File: config.mk
export PLATFORM = sky130hd
export DESIGN_NAME = one_wire_bus_master_unit_flat
export DESIGN_NICKNAME = d
export VERILOG_FILES = /design/src/design/owbm_pkg.sv /design/src/design/owbm_if.sv /design/src/design/owbm_csr.sv /design/src/design/owbm_step.sv /design/src/design/one_wire_bus_master_unit.sv /design/src/flat_wrapper.sv
export SDC_FILE = /design/constraint.sdc
export NUM_CORES = 1
export LEC_CHECK = 0
export BUFFER_PORTS_ARGS = -buffer_cell sky130_fd_sc_hd__buf_2
export CAP_MARGIN = 20
export CORE_MARGIN = 2
export CORE_UTILIZATION = 40
export DETAILED_ROUTE_END_ITERATION = 8
export GPL_ROUTABILITY_DRIVEN = 1
export GPL_TIMING_DRIVEN = 0
export PLACE_DENSITY = 0.62
export SYNTH_ARGS = -nofsm -noshare
export SYNTH_HDL_FRONTEND = slang
export SYNTH_SLANG_ARGS = --single-unit
File: constraint.sdc
create_clock -name clock -period 4.2 [get_ports clock]
set_input_delay 0.84 -clock clock [delete_from_list [all_inputs] [get_ports clock]]
set_output_delay 0.84 -clock clock [all_outputs]
set_load 0.03 [all_outputs]
File: src/design/owbm_pkg.sv
`timescale 1ns / 1ps
// ----------------------------------------------------------------------------
// owbm_pkg: shared types and constants of the one-wire bus master
// Phase codes, command codes, register indexes, reset values and the CRC-8 step.
// ----------------------------------------------------------------------------
package owbm_pkg;

   localparam int PHASE_W = 3;
   localparam int TICK_W  = 10;
   localparam int ATT_W   = 6;
   localparam int BIT_W   = 3;
   localparam int CSR_IDX_W = 3;

   localparam logic [PHASE_W-1:0] PH_IDLE          = 3'd0;
   localparam logic [PHASE_W-1:0] PH_RST_LOW       = 3'd1;
   localparam logic [PHASE_W-1:0] PH_RST_WAIT_HIGH = 3'd2;
   localparam logic [PHASE_W-1:0] PH_RST_WINDOW    = 3'd3;
   localparam logic [PHASE_W-1:0] PH_WRITE         = 3'd4;
   localparam logic [PHASE_W-1:0] PH_READ          = 3'd5;

   localparam logic [1:0] REQ_TICK  = 2'd0;
   localparam logic [1:0] REQ_RESET = 2'd1;
   localparam logic [1:0] REQ_WRITE = 2'd2;
   localparam logic [1:0] REQ_READ  = 2'd3;

   localparam logic [CSR_IDX_W-1:0] CSR_RESET_LOW   = 3'd0;
   localparam logic [CSR_IDX_W-1:0] CSR_PRES_WINDOW = 3'd1;
   localparam logic [CSR_IDX_W-1:0] CSR_SLOT        = 3'd2;
   localparam logic [CSR_IDX_W-1:0] CSR_WR_ONE_LOW  = 3'd3;
   localparam logic [CSR_IDX_W-1:0] CSR_WR_ZERO_LOW = 3'd4;
   localparam logic [CSR_IDX_W-1:0] CSR_RD_SAMPLE   = 3'd5;
   localparam logic [CSR_IDX_W-1:0] CSR_ATTEMPTS    = 3'd6;

   localparam logic [TICK_W-1:0] RESET_LOW_RST   = 10'd150;
   localparam logic [TICK_W-1:0] PRES_WINDOW_RST = 10'd300;
   localparam logic [TICK_W-1:0] SLOT_RST        = 10'd40;
   localparam logic [TICK_W-1:0] WR_ONE_LOW_RST  = 10'd3;
   localparam logic [TICK_W-1:0] WR_ZERO_LOW_RST = 10'd19;
   localparam logic [TICK_W-1:0] RD_SAMPLE_RST   = 10'd3;
   localparam logic [ATT_W-1:0]  ATTEMPTS_RST    = 6'd50;

   localparam logic [TICK_W-1:0] TICK_MAX = 10'h3FF;
   localparam logic [7:0]        CRC_POLY = 8'h8C;

   typedef struct packed {
      logic [TICK_W-1:0] reset_low_ticks;
      logic [TICK_W-1:0] presence_window_ticks;
      logic [TICK_W-1:0] slot_ticks;
      logic [TICK_W-1:0] write_one_low_ticks;
      logic [TICK_W-1:0] write_zero_low_ticks;
      logic [TICK_W-1:0] read_sample_tick;
      logic [ATT_W-1:0]  reset_attempts;
   } cfg_type;

   typedef struct packed {
      logic [PHASE_W-1:0] phase;
      logic [TICK_W-1:0]  tick_count;
      logic [BIT_W-1:0]   bit_index;
      logic [7:0]         shift_byte;
      logic [7:0]         crc_reg;
      logic [ATT_W-1:0]   attempt_count;
      logic               presence_flag;
      logic               crc_enable;
      logic [7:0]         rx_last;
   } state_type;

   typedef struct packed {
      logic       drive_low;
      logic       busy_res;
      logic       done_res;
      logic       presence;
      logic [7:0] rx_byte;
      logic [7:0] crc_value;
   } res_type;

   function automatic logic [7:0] crc_bit(input logic [7:0] crc, input logic b);
      logic [7:0] shifted;
      shifted = {1'b0, crc[7:1]};
      return (crc[0] ^ b) ? (shifted ^ CRC_POLY) : shifted;
   endfunction

endpackage

File: src/design/owbm_if.sv
`timescale 1ns / 1ps
// ----------------------------------------------------------------------------
// owbm_if: channel interfaces of the one-wire bus master
// Request, response and register write channels with valid/ready handshake.
// ----------------------------------------------------------------------------
interface owbm_req_if;
   logic       valid;
   logic       ready;
   logic [1:0] req_type;
   logic [7:0] tx_byte;
   logic       update_crc;
   logic       line_level;

   modport source (output valid, req_type, tx_byte, update_crc, line_level,
                   input ready);
   modport sink   (input valid, req_type, tx_byte, update_crc, line_level,
                   output ready);
endinterface

interface owbm_rsp_if;
   logic       valid;
   logic       ready;
   logic       drive_low;
   logic       busy_res;
   logic       done_res;
   logic       presence;
   logic [7:0] rx_byte;
   logic [7:0] crc_value;

   modport source (output valid, drive_low, busy_res, done_res, presence, rx_byte,
                   crc_value, input ready);
   modport sink   (input valid, drive_low, busy_res, done_res, presence, rx_byte,
                   crc_value, output ready);
endinterface

interface owbm_csr_if;
   logic       valid;
   logic       ready;
   logic [2:0] index;
   logic [9:0] data;

   modport source (output valid, index, data, input ready);
   modport sink   (input valid, index, data, output ready);
endinterface

File: src/design/owbm_csr.sv
`timescale 1ns / 1ps
// ----------------------------------------------------------------------------
// owbm_csr: timing register file
// Holds the slot, reset, presence, write-low and read-sample timing and the attempt limit.
// ----------------------------------------------------------------------------
module owbm_csr (
   input  logic               clock,
   input  logic               reset,
   owbm_csr_if.sink           csr_if,
   output owbm_pkg::cfg_type  cfg
);

   owbm_pkg::cfg_type cfg_ff;
   owbm_pkg::cfg_type cfg_in;
   logic              csr_accept;

   assign csr_if.ready = 1'b1;
   assign csr_accept   = csr_if.valid && csr_if.ready;
   assign cfg          = cfg_ff;

   always_comb begin
      cfg_in = cfg_ff;
      if (csr_accept) begin
         unique case (csr_if.index)
            owbm_pkg::CSR_RESET_LOW:   cfg_in.reset_low_ticks       = csr_if.data;
            owbm_pkg::CSR_PRES_WINDOW: cfg_in.presence_window_ticks = csr_if.data;
            owbm_pkg::CSR_SLOT:        cfg_in.slot_ticks            = csr_if.data;
            owbm_pkg::CSR_WR_ONE_LOW:  cfg_in.write_one_low_ticks   = csr_if.data;
            owbm_pkg::CSR_WR_ZERO_LOW: cfg_in.write_zero_low_ticks  = csr_if.data;
            owbm_pkg::CSR_RD_SAMPLE:   cfg_in.read_sample_tick      = csr_if.data;
            owbm_pkg::CSR_ATTEMPTS:
               cfg_in.reset_attempts = csr_if.data[owbm_pkg::ATT_W-1:0];
            default: ;
         endcase
      end
   end

   always_ff @(posedge clock) begin
      if (reset) begin
         cfg_ff.reset_low_ticks       <= owbm_pkg::RESET_LOW_RST;
         cfg_ff.presence_window_ticks <= owbm_pkg::PRES_WINDOW_RST;
         cfg_ff.slot_ticks            <= owbm_pkg::SLOT_RST;
         cfg_ff.write_one_low_ticks   <= owbm_pkg::WR_ONE_LOW_RST;
         cfg_ff.write_zero_low_ticks  <= owbm_pkg::WR_ZERO_LOW_RST;
         cfg_ff.read_sample_tick      <= owbm_pkg::RD_SAMPLE_RST;
         cfg_ff.reset_attempts        <= owbm_pkg::ATTEMPTS_RST;
      end else begin
         cfg_ff <= cfg_in;
      end
   end

endmodule

File: src/design/owbm_step.sv
`timescale 1ns / 1ps
// ----------------------------------------------------------------------------
// owbm_step: one bus tick of the master sequencer
// Computes the next sequencer state and the tick's outputs from the request.
// ----------------------------------------------------------------------------
module owbm_step (
   input  owbm_pkg::cfg_type    cfg,
   input  owbm_pkg::state_type  cur,
   input  logic [1:0]           req_type,
   input  logic [7:0]           tx_byte,
   input  logic                 update_crc,
   input  logic                 line_level,
   output owbm_pkg::state_type  nxt,
   output owbm_pkg::res_type    res
);

   logic [owbm_pkg::TICK_W:0]   tick_inc;
   logic [owbm_pkg::TICK_W-1:0] low_ticks;
   logic [owbm_pkg::ATT_W-1:0]  att_inc;
   logic                        drive;
   logic                        done;
   logic                        last;
   logic                        sample;
   logic                        rd_bit;

   always_comb begin
      nxt       = cur;
      drive     = 1'b0;
      done      = 1'b0;
      tick_inc  = '0;
      low_ticks = '0;
      att_inc   = '0;
      last      = 1'b0;
      sample    = 1'b0;
      rd_bit    = 1'b0;

      if (cur.phase == owbm_pkg::PH_IDLE) begin
         nxt.tick_count = '0;
         nxt.bit_index  = '0;
         unique case (req_type)
            owbm_pkg::REQ_RESET: begin
               nxt.phase         = owbm_pkg::PH_RST_LOW;
               nxt.attempt_count = '0;
               nxt.presence_flag = 1'b0;
            end
            owbm_pkg::REQ_WRITE: begin
               nxt.phase      = owbm_pkg::PH_WRITE;
               nxt.shift_byte = tx_byte;
            end
            owbm_pkg::REQ_READ: begin
               nxt.phase      = owbm_pkg::PH_READ;
               nxt.shift_byte = '0;
               nxt.crc_enable = update_crc;
            end
            default: ;
         endcase
      end

      tick_inc = {1'b0, nxt.tick_count} + 1'b1;

      unique case (nxt.phase)
         owbm_pkg::PH_IDLE: ;
         owbm_pkg::PH_RST_LOW: begin
            drive          = 1'b1;
            nxt.tick_count = tick_inc[owbm_pkg::TICK_W-1:0];
            if (nxt.tick_count >= cfg.reset_low_ticks) begin
               nxt.phase      = owbm_pkg::PH_RST_WAIT_HIGH;
               nxt.tick_count = '0;
            end
         end
         owbm_pkg::PH_RST_WAIT_HIGH: begin
            if (nxt.tick_count != owbm_pkg::TICK_MAX) begin
               nxt.tick_count = tick_inc[owbm_pkg::TICK_W-1:0];
            end
            if (line_level) begin
               nxt.phase = owbm_pkg::PH_RST_WINDOW;
            end
         end
         owbm_pkg::PH_RST_WINDOW: begin
            if (nxt.tick_count < cfg.presence_window_ticks) begin
               if (!line_level) begin
                  nxt.presence_flag = 1'b1;
               end
               nxt.tick_count = tick_inc[owbm_pkg::TICK_W-1:0];
            end
            if (tick_inc >= {1'b0, cfg.presence_window_ticks}) begin
               att_inc = nxt.attempt_count + 1'b1;
               if (nxt.presence_flag) begin
                  nxt.phase = owbm_pkg::PH_IDLE;
                  done      = 1'b1;
               end else begin
                  nxt.attempt_count = att_inc;
                  if (att_inc >= cfg.reset_attempts) begin
                     nxt.phase = owbm_pkg::PH_IDLE;
                     done      = 1'b1;
                  end else begin
                     nxt.phase      = owbm_pkg::PH_RST_LOW;
                     nxt.tick_count = '0;
                  end
               end
            end
         end
         owbm_pkg::PH_WRITE: begin
            low_ticks      = nxt.shift_byte[0] ? cfg.write_one_low_ticks
                                               : cfg.write_zero_low_ticks;
            drive          = nxt.tick_count < low_ticks;
            nxt.tick_count = tick_inc[owbm_pkg::TICK_W-1:0];
            if (nxt.tick_count >= cfg.slot_ticks) begin
               nxt.tick_count = '0;
               nxt.shift_byte = {1'b0, nxt.shift_byte[7:1]};
               if (nxt.bit_index == 3'd7) begin
                  nxt.phase = owbm_pkg::PH_IDLE;
                  done      = 1'b1;
               end else begin
                  nxt.bit_index = nxt.bit_index + 1'b1;
               end
            end
         end
         owbm_pkg::PH_READ: begin
            last   = tick_inc >= {1'b0, cfg.slot_ticks};
            drive  = nxt.tick_count < cfg.read_sample_tick;
            sample = (nxt.tick_count == cfg.read_sample_tick) || (last && drive);
            rd_bit = !drive && line_level;
            if (sample) begin
               nxt.shift_byte = {rd_bit, nxt.shift_byte[7:1]};
               if (nxt.crc_enable) begin
                  nxt.crc_reg = owbm_pkg::crc_bit(nxt.crc_reg, rd_bit);
               end
            end
            nxt.tick_count = tick_inc[owbm_pkg::TICK_W-1:0];
            if (last) begin
               nxt.tick_count = '0;
               if (nxt.bit_index == 3'd7) begin
                  nxt.rx_last = nxt.shift_byte;
                  nxt.phase   = owbm_pkg::PH_IDLE;
                  done        = 1'b1;
               end else begin
                  nxt.bit_index = nxt.bit_index + 1'b1;
               end
            end
         end
         default: nxt.phase = owbm_pkg::PH_IDLE;
      endcase

      res.drive_low = drive;
      res.busy_res  = nxt.phase != owbm_pkg::PH_IDLE;
      res.done_res  = done;
      res.presence  = nxt.presence_flag;
      res.rx_byte   = nxt.rx_last;
      res.crc_value = nxt.crc_reg;
   end

endmodule

File: src/design/one_wire_bus_master_unit.sv
`timescale 1ns / 1ps
// ----------------------------------------------------------------------------
// one_wire_bus_master_unit: one-wire bus master, one bus tick per transaction
// Reset with presence detect, byte write and byte read with Dallas CRC-8.
// ----------------------------------------------------------------------------
// Channel  Dir  Payload
// req_if   in   req_type, tx_byte, update_crc, line_level
// rsp_if   out  drive_low, busy_res, done_res, presence, rx_byte, crc_value
// csr_if   in   index, data (timing registers, always ready)
//
// One transaction per clock while responses are taken; its response is registered
// and appears the next cycle; the tick sequencer feeds the response register.
// A stalled response holds the request side only while it is still pending.
// Reset clears the sequencer to idle and loads the default timing registers.
// ----------------------------------------------------------------------------
module one_wire_bus_master_unit (
   input  logic        clock,
   input  logic        reset,
   owbm_req_if.sink    req_if,
   owbm_rsp_if.source  rsp_if,
   owbm_csr_if.sink    csr_if
);

   owbm_pkg::cfg_type   cfg;
   owbm_pkg::state_type state_ff;
   owbm_pkg::state_type state_in;
   owbm_pkg::state_type step_state;
   owbm_pkg::res_type   step_res;
   owbm_pkg::res_type   rsp_ff;
   owbm_pkg::res_type   rsp_in;
   logic                rsp_valid_ff;
   logic                rsp_valid_in;
   logic                req_accept;

   owbm_csr u_csr (
      .clock  (clock),
      .reset  (reset),
      .csr_if (csr_if),
      .cfg    (cfg)
   );

   owbm_step u_step (
      .cfg        (cfg),
      .cur        (state_ff),
      .req_type   (req_if.req_type),
      .tx_byte    (req_if.tx_byte),
      .update_crc (req_if.update_crc),
      .line_level (req_if.line_level),
      .nxt        (step_state),
      .res        (step_res)
   );

   assign req_if.ready = !rsp_valid_ff || rsp_if.ready;
   assign req_accept   = req_if.valid && req_if.ready;

   always_comb begin
      state_in     = req_accept ? step_state : state_ff;
      rsp_in       = req_accept ? step_res : rsp_ff;
      rsp_valid_in = req_accept || (rsp_valid_ff && !rsp_if.ready);
   end

   always_ff @(posedge clock) begin
      if (reset) begin
         state_ff     <= '0;
         rsp_valid_ff <= 1'b0;
      end else begin
         state_ff     <= state_in;
         rsp_valid_ff <= rsp_valid_in;
      end
   end

   always_ff @(posedge clock) begin
      rsp_ff <= rsp_in;
   end

   assign rsp_if.valid     = rsp_valid_ff;
   assign rsp_if.drive_low = rsp_ff.drive_low;
   assign rsp_if.busy_res  = rsp_ff.busy_res;
   assign rsp_if.done_res  = rsp_ff.done_res;
   assign rsp_if.presence  = rsp_ff.presence;
   assign rsp_if.rx_byte   = rsp_ff.rx_byte;
   assign rsp_if.crc_value = rsp_ff.crc_value;

   a_done_not_busy : assert property (@(posedge clock) disable iff (reset)
      rsp_valid_ff && rsp_ff.done_res |-> !rsp_ff.busy_res)
      else $error("command reported done while still busy");

   a_drive_in_command : assert property (@(posedge clock) disable iff (reset)
      rsp_valid_ff && rsp_ff.drive_low |-> rsp_ff.busy_res || rsp_ff.done_res)
      else $error("bus driven low outside a command");

   a_command_starts : assert property (@(posedge clock) disable iff (reset)
      req_accept && state_ff.phase == owbm_pkg::PH_IDLE
      && req_if.req_type != owbm_pkg::REQ_TICK
      |=> state_ff.phase != owbm_pkg::PH_IDLE)
      else $error("accepted command did not leave idle");

   a_busy_tracks_phase : assert property (@(posedge clock) disable iff (reset)
      req_accept |=> rsp_ff.busy_res == (state_ff.phase != owbm_pkg::PH_IDLE))
      else $error("busy flag disagrees with sequencer phase");

endmodule

File: src/flat_wrapper.sv
// flat-port wrapper written by rule: the top's interface ports become plain ports
module one_wire_bus_master_unit_flat 
  (clock, reset, req_if_valid, req_if_req_type, req_if_tx_byte, req_if_update_crc, req_if_line_level, req_if_ready, rsp_if_valid, rsp_if_drive_low, rsp_if_busy_res, rsp_if_done_res, rsp_if_presence, rsp_if_rx_byte, rsp_if_crc_value, rsp_if_ready, csr_if_valid, csr_if_index, csr_if_data, csr_if_ready);
  owbm_req_if req_if_i ();
  owbm_rsp_if rsp_if_i ();
  owbm_csr_if csr_if_i ();
  input  logic clock;
  input  logic reset;
  input wire logic [$bits(req_if_i.valid)-1:0] req_if_valid;
  input wire logic [$bits(req_if_i.req_type)-1:0] req_if_req_type;
  input wire logic [$bits(req_if_i.tx_byte)-1:0] req_if_tx_byte;
  input wire logic [$bits(req_if_i.update_crc)-1:0] req_if_update_crc;
  input wire logic [$bits(req_if_i.line_level)-1:0] req_if_line_level;
  output wire logic [$bits(req_if_i.ready)-1:0] req_if_ready;
  output wire logic [$bits(rsp_if_i.valid)-1:0] rsp_if_valid;
  output wire logic [$bits(rsp_if_i.drive_low)-1:0] rsp_if_drive_low;
  output wire logic [$bits(rsp_if_i.busy_res)-1:0] rsp_if_busy_res;
  output wire logic [$bits(rsp_if_i.done_res)-1:0] rsp_if_done_res;
  output wire logic [$bits(rsp_if_i.presence)-1:0] rsp_if_presence;
  output wire logic [$bits(rsp_if_i.rx_byte)-1:0] rsp_if_rx_byte;
  output wire logic [$bits(rsp_if_i.crc_value)-1:0] rsp_if_crc_value;
  input wire logic [$bits(rsp_if_i.ready)-1:0] rsp_if_ready;
  input wire logic [$bits(csr_if_i.valid)-1:0] csr_if_valid;
  input wire logic [$bits(csr_if_i.index)-1:0] csr_if_index;
  input wire logic [$bits(csr_if_i.data)-1:0] csr_if_data;
  output wire logic [$bits(csr_if_i.ready)-1:0] csr_if_ready;
  assign req_if_i.valid = req_if_valid;
  assign req_if_i.req_type = req_if_req_type;
  assign req_if_i.tx_byte = req_if_tx_byte;
  assign req_if_i.update_crc = req_if_update_crc;
  assign req_if_i.line_level = req_if_line_level;
  assign req_if_ready = req_if_i.ready;
  assign rsp_if_valid = rsp_if_i.valid;
  assign rsp_if_drive_low = rsp_if_i.drive_low;
  assign rsp_if_busy_res = rsp_if_i.busy_res;
  assign rsp_if_done_res = rsp_if_i.done_res;
  assign rsp_if_presence = rsp_if_i.presence;
  assign rsp_if_rx_byte = rsp_if_i.rx_byte;
  assign rsp_if_crc_value = rsp_if_i.crc_value;
  assign rsp_if_i.ready = rsp_if_ready;
  assign csr_if_i.valid = csr_if_valid;
  assign csr_if_i.index = csr_if_index;
  assign csr_if_i.data = csr_if_data;
  assign csr_if_ready = csr_if_i.ready;
  one_wire_bus_master_unit u_core (.clock(clock), .reset(reset), .req_if(req_if_i), .rsp_if(rsp_if_i), .csr_if(csr_if_i));
endmodule
==> summary.txt, run 1 <==
STA
  • Sum Neg Setup Slack: 0 ns
  • Final Critical Period: 3.984 ns
  • Fin crit share: 94.86%
  • Final setup viols: 0
  • Skew final: 0.009970 ns
  • Least-Margin Pin Slew: 0.9288 ns
  • Slew Limit Fails: 0
  • Rel. slew slack: 37.55%
  • Worst setup margin: about 0.22 ns
  • Fin. Hold Viols: 0
  • Fmax: 251.0 MHz

Clocking
  • Worst-path clk slew: 0.06 ns
  • H-tree depth: 4
  • Clock Path Buffers: 2
  • CTS tree: built
  • CTS Root Buffer Type: clkbuf_16
  • Num CTS Buffers: 17
  • Num Clock Sinks: 135
  • Skew-Pair Late Insertion Delay: 0.43 ns

Logic synthesis
  • Post-synth cell types: 71
  • Predominant post-synthesis flop cell: dfxtp_1
  • Post-Syn Area: 7976 sq um
  • FF+latch count, synth: ~140
  • Yosys warns: 0
  • Post-synthesis sequential area ratio: a little over a third
  • Syn nets: 1081
  • Post-synth EDFFs: 20
  • Top cell type's share of synthesized area: 28.86%
  • Gate count of the mapped netlist: 989
  • Dominant cells by area after synthesis: dfxtp_1 29%, ha_1 9.7%, nand2_1 9.4%
  • Area leader, netlist: dfxtp_1
  • Asr flop ratio synth: 0%
  • Avg Inst Size Synth: 8.065 sq um

Place
  • Pre-CTS WS: -0.9777 ns
  • PortBufs: 49
  • DP HPWL: 17690 um
  • RePlAce Congestion: 0.9326

Critical path
  • R2R cell count: 13
  • CP Launch Type: flop
  • CP max FO: 10
  • Crit path kind: reg2reg
  • FF-to-FF Start: u_core.state_ff[46]
  • Crit path buffers/inverters: 4
  • Data arrival, critical path: 4.16 ns
  • Worst-path cell with the longest stage delay: a2111oi_1
  • CP Capture Type: flop
  • Critical R2R Capture: u_core.rsp_if.crc_value[0]
  • Critical Path, Cell by Cell: buf_6, or3_1, buf_2, and2_1, ha_1, a2111oi_1, o21ai_1, a221oi_4, a21boi_2, or3_1, buf_2, buf_6, mux2_1
  • Worst R2R Setup Slack: 0.22 ns
  • CP max stage delay: approximately 0.43 ns
  • Worst EP required: ~4.4 ns
  • Critical path's top delay family: compound AO/OA/AOI/OAI gates

GRT
  • First-pass GRT wire length: 37450 um
  • Vias in the first global route: 6848
  • GRT Overall Usage: between 20% and 30%
  • Largest net degree at the start of global routing: 30
  • GRT Residual Overflow: 0
  • Initial antenna violation count: 0

Drt
  • Drt wl/cell: 17.58 um
  • Initial DRC count: 587
  • Routed via count: around 7500
  • Detail Route Antenna Nets: 0
  • TritonRoute pass-1 iters: 5
  • Post-Route WL: 23520 um
  • DRC errors left: 0
  • Drt via density: 5.570

Worst hold path
  • Hold path start: u_core.u_csr.cfg[19]
  • Hold path endpoint: u_core.u_csr.cfg[19]
  • Hold path depth: 2
  • Hold/Removal Path Class: reg2reg

Power and ir drop
  • Leakage: approximately 0.0038 uW
  • Peak supply drop: between 200 and 300 uV
  • Power density cells: 361.7 nW/um^2

Die
  • Die area: 21090 sq um
  • Top Ports: between 50 and 60
  • Starting density of the core: 40.85%
  • Row count: 51
  • Die X: ~150 um
  • Core area: 19530 sq um
  • Die height: approximately 150 um

Finish
  • Nets: 1152
  • Synthesis-to-layout area growth: 16.47%
  • Most common cell after layout, fill and taps aside: nand2_1
  • Fillers: 2020
  • Layout cells sized above 1: 12.49%
  • Most frequent cells in the layout: 200 x nand2_1, 115 x a21oi_1, 112 x dfxtp_1, 62 x ha_1, 58 x inv_1
  • ANT cells: 0

Run status
  • Status: finished, final reports clean

Job
  • Max Cap Viol: 0
report_power, final:
group          internal [uW]  total (uW)  switching [uW]
combinational            131         432             301
clock                    943        1550             610
sequential              1350        1380            24.7
total                   2430        3360             935
through the flow:
step                area (sq um)  total power (uW)  std cells  hold WS [ns]  utilization [%]
detailed placement          8559              1810       1304        0.4468            43.84
global route                9290              3478       1338        0.4674            47.58
finish                      9290              3361       1338        0.4526            47.58
CTS                         9198              3360       1333        0.4546            47.10
floorplan                   7976              1667        989        0.4338                -
global placement            8553              1809       1303        0.4416            43.80
sequential cells by signal (all words and copies together) (netlist names):
register and flops:
u_core.state_ff 48, u_core.rsp_if.rx_byte 8, u_core.u_csr.cfg 66, u_core.rsp_if.drive_low 1, u_core.rsp_if.presence 1, u_core.rsp_if.valid 1, u_core.rsp_if.crc_value 8, u_core.rsp_if.done_res 1
u_core.rsp_if.busy_res 1
cell type report:
cell class	instances	area (sq um)	share of cell area, %
Timing Repair Buffer	55	287.8	3.098
Sequential cell	135	2907	31.29
Tap cell	265	331.6	3.569
Clock inverter	13	172.7	1.859
Multi-Input combinational cell	749	4736	50.98
Clock buffer	19	432.9	4.660
Buffer	43	197.7	2.128
Inverter	59	225.2	2.424
worst max-delay path by stage:
stage	start	to	slack (ns)	depth (start not counted)
final	u_core.state_ff[46]	u_core.rsp_if.crc_value[0]	0.22	13
after floorplan	u_core.state_ff[46]	u_core.rsp_if.crc_value[0]	0.42	15
after CTS	u_core.state_ff[45]	u_core.rsp_if.crc_value[0]	0.01	12
after global placement	u_core.state_ff[35]	u_core.state_ff[44]	-0.99	16
after detailed placement	u_core.state_ff[35]	u_core.state_ff[44]	-0.98	16
after global routing	u_core.state_ff[45]	u_core.state_ff[36]	-0.005	17
synthesized netlist by cell type (3+ instances only):
cell type,count
a211oi_1,9
a21o_1,7
a21oi_1,115
a22oi_1,4
a31oi_1,5
a32o_1,4
a32oi_1,5
and2_1,14
and3_1,5
buf_2,4
buf_6,3
clkbuf_1,36
dfxtp_1,115
edfxtp_1,20
ha_1,62
inv_1,59
mux2_1,3
mux2_2,12
mux2i_1,22
nand2_1,200
nand2b_1,10
nand3_1,28
nand4_1,9
nor2_1,60
nor2b_1,11
nor3_1,10
nor3b_1,9
o211ai_1,19
o21a_1,5
o21ai_0,42
o221ai_1,6
o22ai_1,5
o31ai_1,4
o41ai_1,4
or3_1,3
xnor2_1,9
xor2_1,7
per-layer routing:
layer	vias up	share of wire, %	routed length [um]	track usage [%]
li1	3652	-	-	-
met2	241	45	10510	34.88
met4	0	2.2	516	6.863
met3	37	6.2	1465	3.962
met5	-	0	0	0
met1	3522	47	11030	31.31
cell families (layout without fill, tap and decap cells):
group	count (synthesis)	count (layout)	share of synthesized area, %
AOI/OAI and AO/OA	265	265	21.27
xor gates and xnor gates	16	16	1.757
adders and majority gates	62	62	9.725
buffers and inverters	105	189	5.333
DFF	135	135	36.39
muxes	37	37	4.878
other	1	1	0.04701
and+or+nand+nor	368	368	20.60
what timing repair did:
| action | 4_1_cts | 5_1_grt |
|---|---|---|
| setup buffers | 0 | 5 |
| hold buffers | 0 | 0 |
| resized for setup | 9 | 22 |
| setup endpoints to repair | 64 | 55 |
| pin swaps | 0 | 1 |
worst register-to-register path, delay by kind of cell (launching register included):
kind	cells	cell delay [ns]
AOI/OAI and AO/OA	4	1.18
adders and majority gates	1	0.35
buffers and inverters	4	0.64
DFF	1	0.31
muxes	1	0.30
and+or+nand+nor	3	0.96
Power figures use the tool's default switching activity.
==> run 2, diff against run 1 <==
==> constraint.sdc (replaced) <==
create_clock -name clock -period 4.2 [get_ports clock]
set_input_delay 0.42 -clock clock [delete_from_list [all_inputs] [get_ports clock]]
set_output_delay 0.42 -clock clock [all_outputs]
set_load 0.03 [all_outputs]
==> run 2 against run 1 <==
Against the previous run:
- hold slack got worse by 0.22 ns
- total power is 0.16% higher
- register-to-register slack is essentially flat
- non-clock buffer count did not move
- sequential power hardly changed
- core utilization about the same
- wire length hardly changed
- fmax fell by 0.15%
- combinational power is essentially flat
- sequential share of layout area is essentially flat
- critical path type unchanged
- largest power group unchanged
==> summary.txt, run 2 (synthesized netlist as in run 1, its figures left out) <==
STA
  • Skew final: 0.009261 ns
  • Fin. Hold Viols: 0
  • Least-Margin Pin Slew: 0.8770 ns
  • Final setup viols: 0
  • Min Hold Slack: 0.2282 ns
  • Slew Limit Fails: 0
  • Fmax: between 200 and 300 MHz
  • Final Critical Period: 3.990 ns
  • Fin crit share: between 90% and 100%
  • Rel. slew slack: 41.03%

Place
  • DP HPWL: 17690 um
  • RePlAce Congestion: 0.9326
  • Placed cell areas: 8559 sq um
  • PortBufs: 49

Power and ir drop
  • Power density cells: around 360 nW/um^2
  • Sw Pwr: 941.0 uW
  • Comb pwr share: 12.8%
  • Power Internal: 2425 uW
  • Clock share of power: 46.3%
  • Switch share: 27.96%
  • Power, Total: 3366 uW
  • Peak supply drop: 288.4 uV
  • Leakage: 0.003821 uW
  • Flop pwr share: between 40% and 50%

Clocking
  • CTS Root Buffer Type: clkbuf_16
  • Num Clock Sinks: 135
  • Worst-path clk slew: 0.07 ns
  • H-tree depth: 4
  • Num CTS Buffers: 17
  • Clock Path Buffers: 2
  • CTS tree: built
  • Skew-Pair Late Insertion Delay: 0.43 ns
  • Cts hold-fix bufs: 0

Worst hold path
  • Hold path endpoint: u_core.rsp_if.valid
  • Hold path depth: 3
  • Hold/Removal Path Class: in2reg
  • Hold path start: req_if_valid

Critical path
  • Data arrival, critical path: approximately 4.2 ns
  • CP Launch Type: flop
  • CP max FO: 10
  • Crit path kind: reg2reg
  • Critical R2R Capture: u_core.rsp_if.crc_value[0]
  • FF-to-FF Start: u_core.state_ff[46]
  • Worst EP required: 4.38 ns
  • CP Capture Type: flop
  • Worst R2R Setup Slack: 0.21 ns
  • R2R cell count: 13

Job
  • Max Cap Viol: 0

Finish
  • Layout cells sized above 1: 12.40%
  • Nets: 1152
  • Most frequent cells in the layout: 200 x nand2_1, 115 x a21oi_1, 112 x dfxtp_1, 62 x ha_1, 58 x inv_1
  • Largest register FFs: 66
  • Finished layout cell area: 9288 sq um
  • Most common cell after layout, fill and taps aside: nand2_1
  • Synthesis-to-layout area growth: 16.44%
  • ANT cells: 0

Die
  • Die X: 145.2 um
  • Core area: 19530 sq um
  • Row count: 51
  • Die area: approximately 21000 sq um
  • Die height: 145.2 um
  • Top Ports: 53
  • Starting density of the core: 40.85%

Drt
  • TritonRoute pass-1 iters: 6
  • DRC errors left: 0
  • Detail Route Antenna Nets: 0
  • Drt via density: 5.554
  • Initial DRC count: 553
  • Routed via count: 7431
  • Post-Route WL: roughly 24000 um
  • Drt wl/cell: about 18 um

GRT
  • Largest net degree at the start of global routing: 30
  • Vias in the first global route: 6848
  • Initial antenna violation count: 0
  • GRT Overall Usage: 22.30%
  • First-pass GRT wire length: roughly 37000 um
  • GRT Residual Overflow: 0

Run status
  • Status: finished, final reports clean
-- run 2: changes by cell type in the layout (fill, tap and decap cells not counted) --
cell,before,now
nor2b_1,10,11
nor2b_2,1,0
-- run 2: worst max-delay path, stage by stage (launching register included) --
cell and delay (ns):
dfxtp_1 0.31, buf_6 0.13, or3_1 0.33, buf_2 0.19, and2_1 0.26, ha_1 0.34
a2111oi_1 0.43, o21ai_1 0.23, a221oi_4 0.38, a21boi_2 0.13, or3_1 0.37, buf_2 0.17
buf_6 0.15, mux2_1 0.30
-- run 2: power groups by stage --
stage,combinational (uW),sequential (uW),clock [uW]
finish,432,1380,1560
global route,468,1380,1630
CTS,415,1370,1570
detailed placement,413,1400,0
global placement,412,1400,0
floorplan,251,1420,0
-- run 2: per-stage QoR --
stage               TNS (ns)  worst slack (ns)  cells  util [%]
detailed placement    -28.99           -0.9777   1304     43.84
finish                     0            0.2097   1338     47.57
global placement      -37.75           -0.9945   1303     43.80
global route        -0.01182          -0.01182   1338     47.57
floorplan                  0            0.4190    989         -
CTS                        0           0.01099   1333     47.10
-- run 2: per-layer routing --
metal	share of wire, %	track usage [%]	vias up
li1	-	-	3651
met1	47	31.31	3501
met2	45	34.88	247
met3	6.0	3.962	32
met4	2.1	6.863	0
met5	0	0	-
-- run 2: worst max-delay path by stage --
stage | start | to | slack, ns | cells past startpoint
2_1_floorplan | u_core.state_ff[46] | u_core.rsp_if.crc_value[0] | 0.42 | 15
3_3_place_gp | u_core.state_ff[35] | u_core.state_ff[44] | -0.99 | 16
3_5_place_dp | u_core.state_ff[35] | u_core.state_ff[44] | -0.98 | 16
4_1_cts | u_core.state_ff[45] | u_core.rsp_if.crc_value[0] | 0.01 | 12
5_1_grt | u_core.state_ff[45] | u_core.state_ff[36] | -0.01 | 17
6_report | u_core.state_ff[46] | u_core.rsp_if.crc_value[0] | 0.21 | 13
-- run 2: area by class of cell --
| class | count | area [sq um] |
|---|---|---|
| Multi-Input combinational cell | 749 | 4733 |
| Fill cell | 2022 | 10240 |
| Clock inverter | 13 | 172.7 |
| Inverter | 59 | 225.2 |
| Sequential cell | 135 | 2907 |
| Tap cell | 265 | 331.6 |
| Timing Repair Buffer | 55 | 287.8 |
| Buffer | 43 | 197.7 |
| Clock buffer | 19 | 432.9 |
-- run 2: timing repair --
action / 4_1_cts / 5_1_grt
gates resized for setup: 9 / 21
cloned: 0 / 0
buffers inserted: 0 / 5
setup endpoints to repair: 64 / 55
pin swaps: 0 / 1
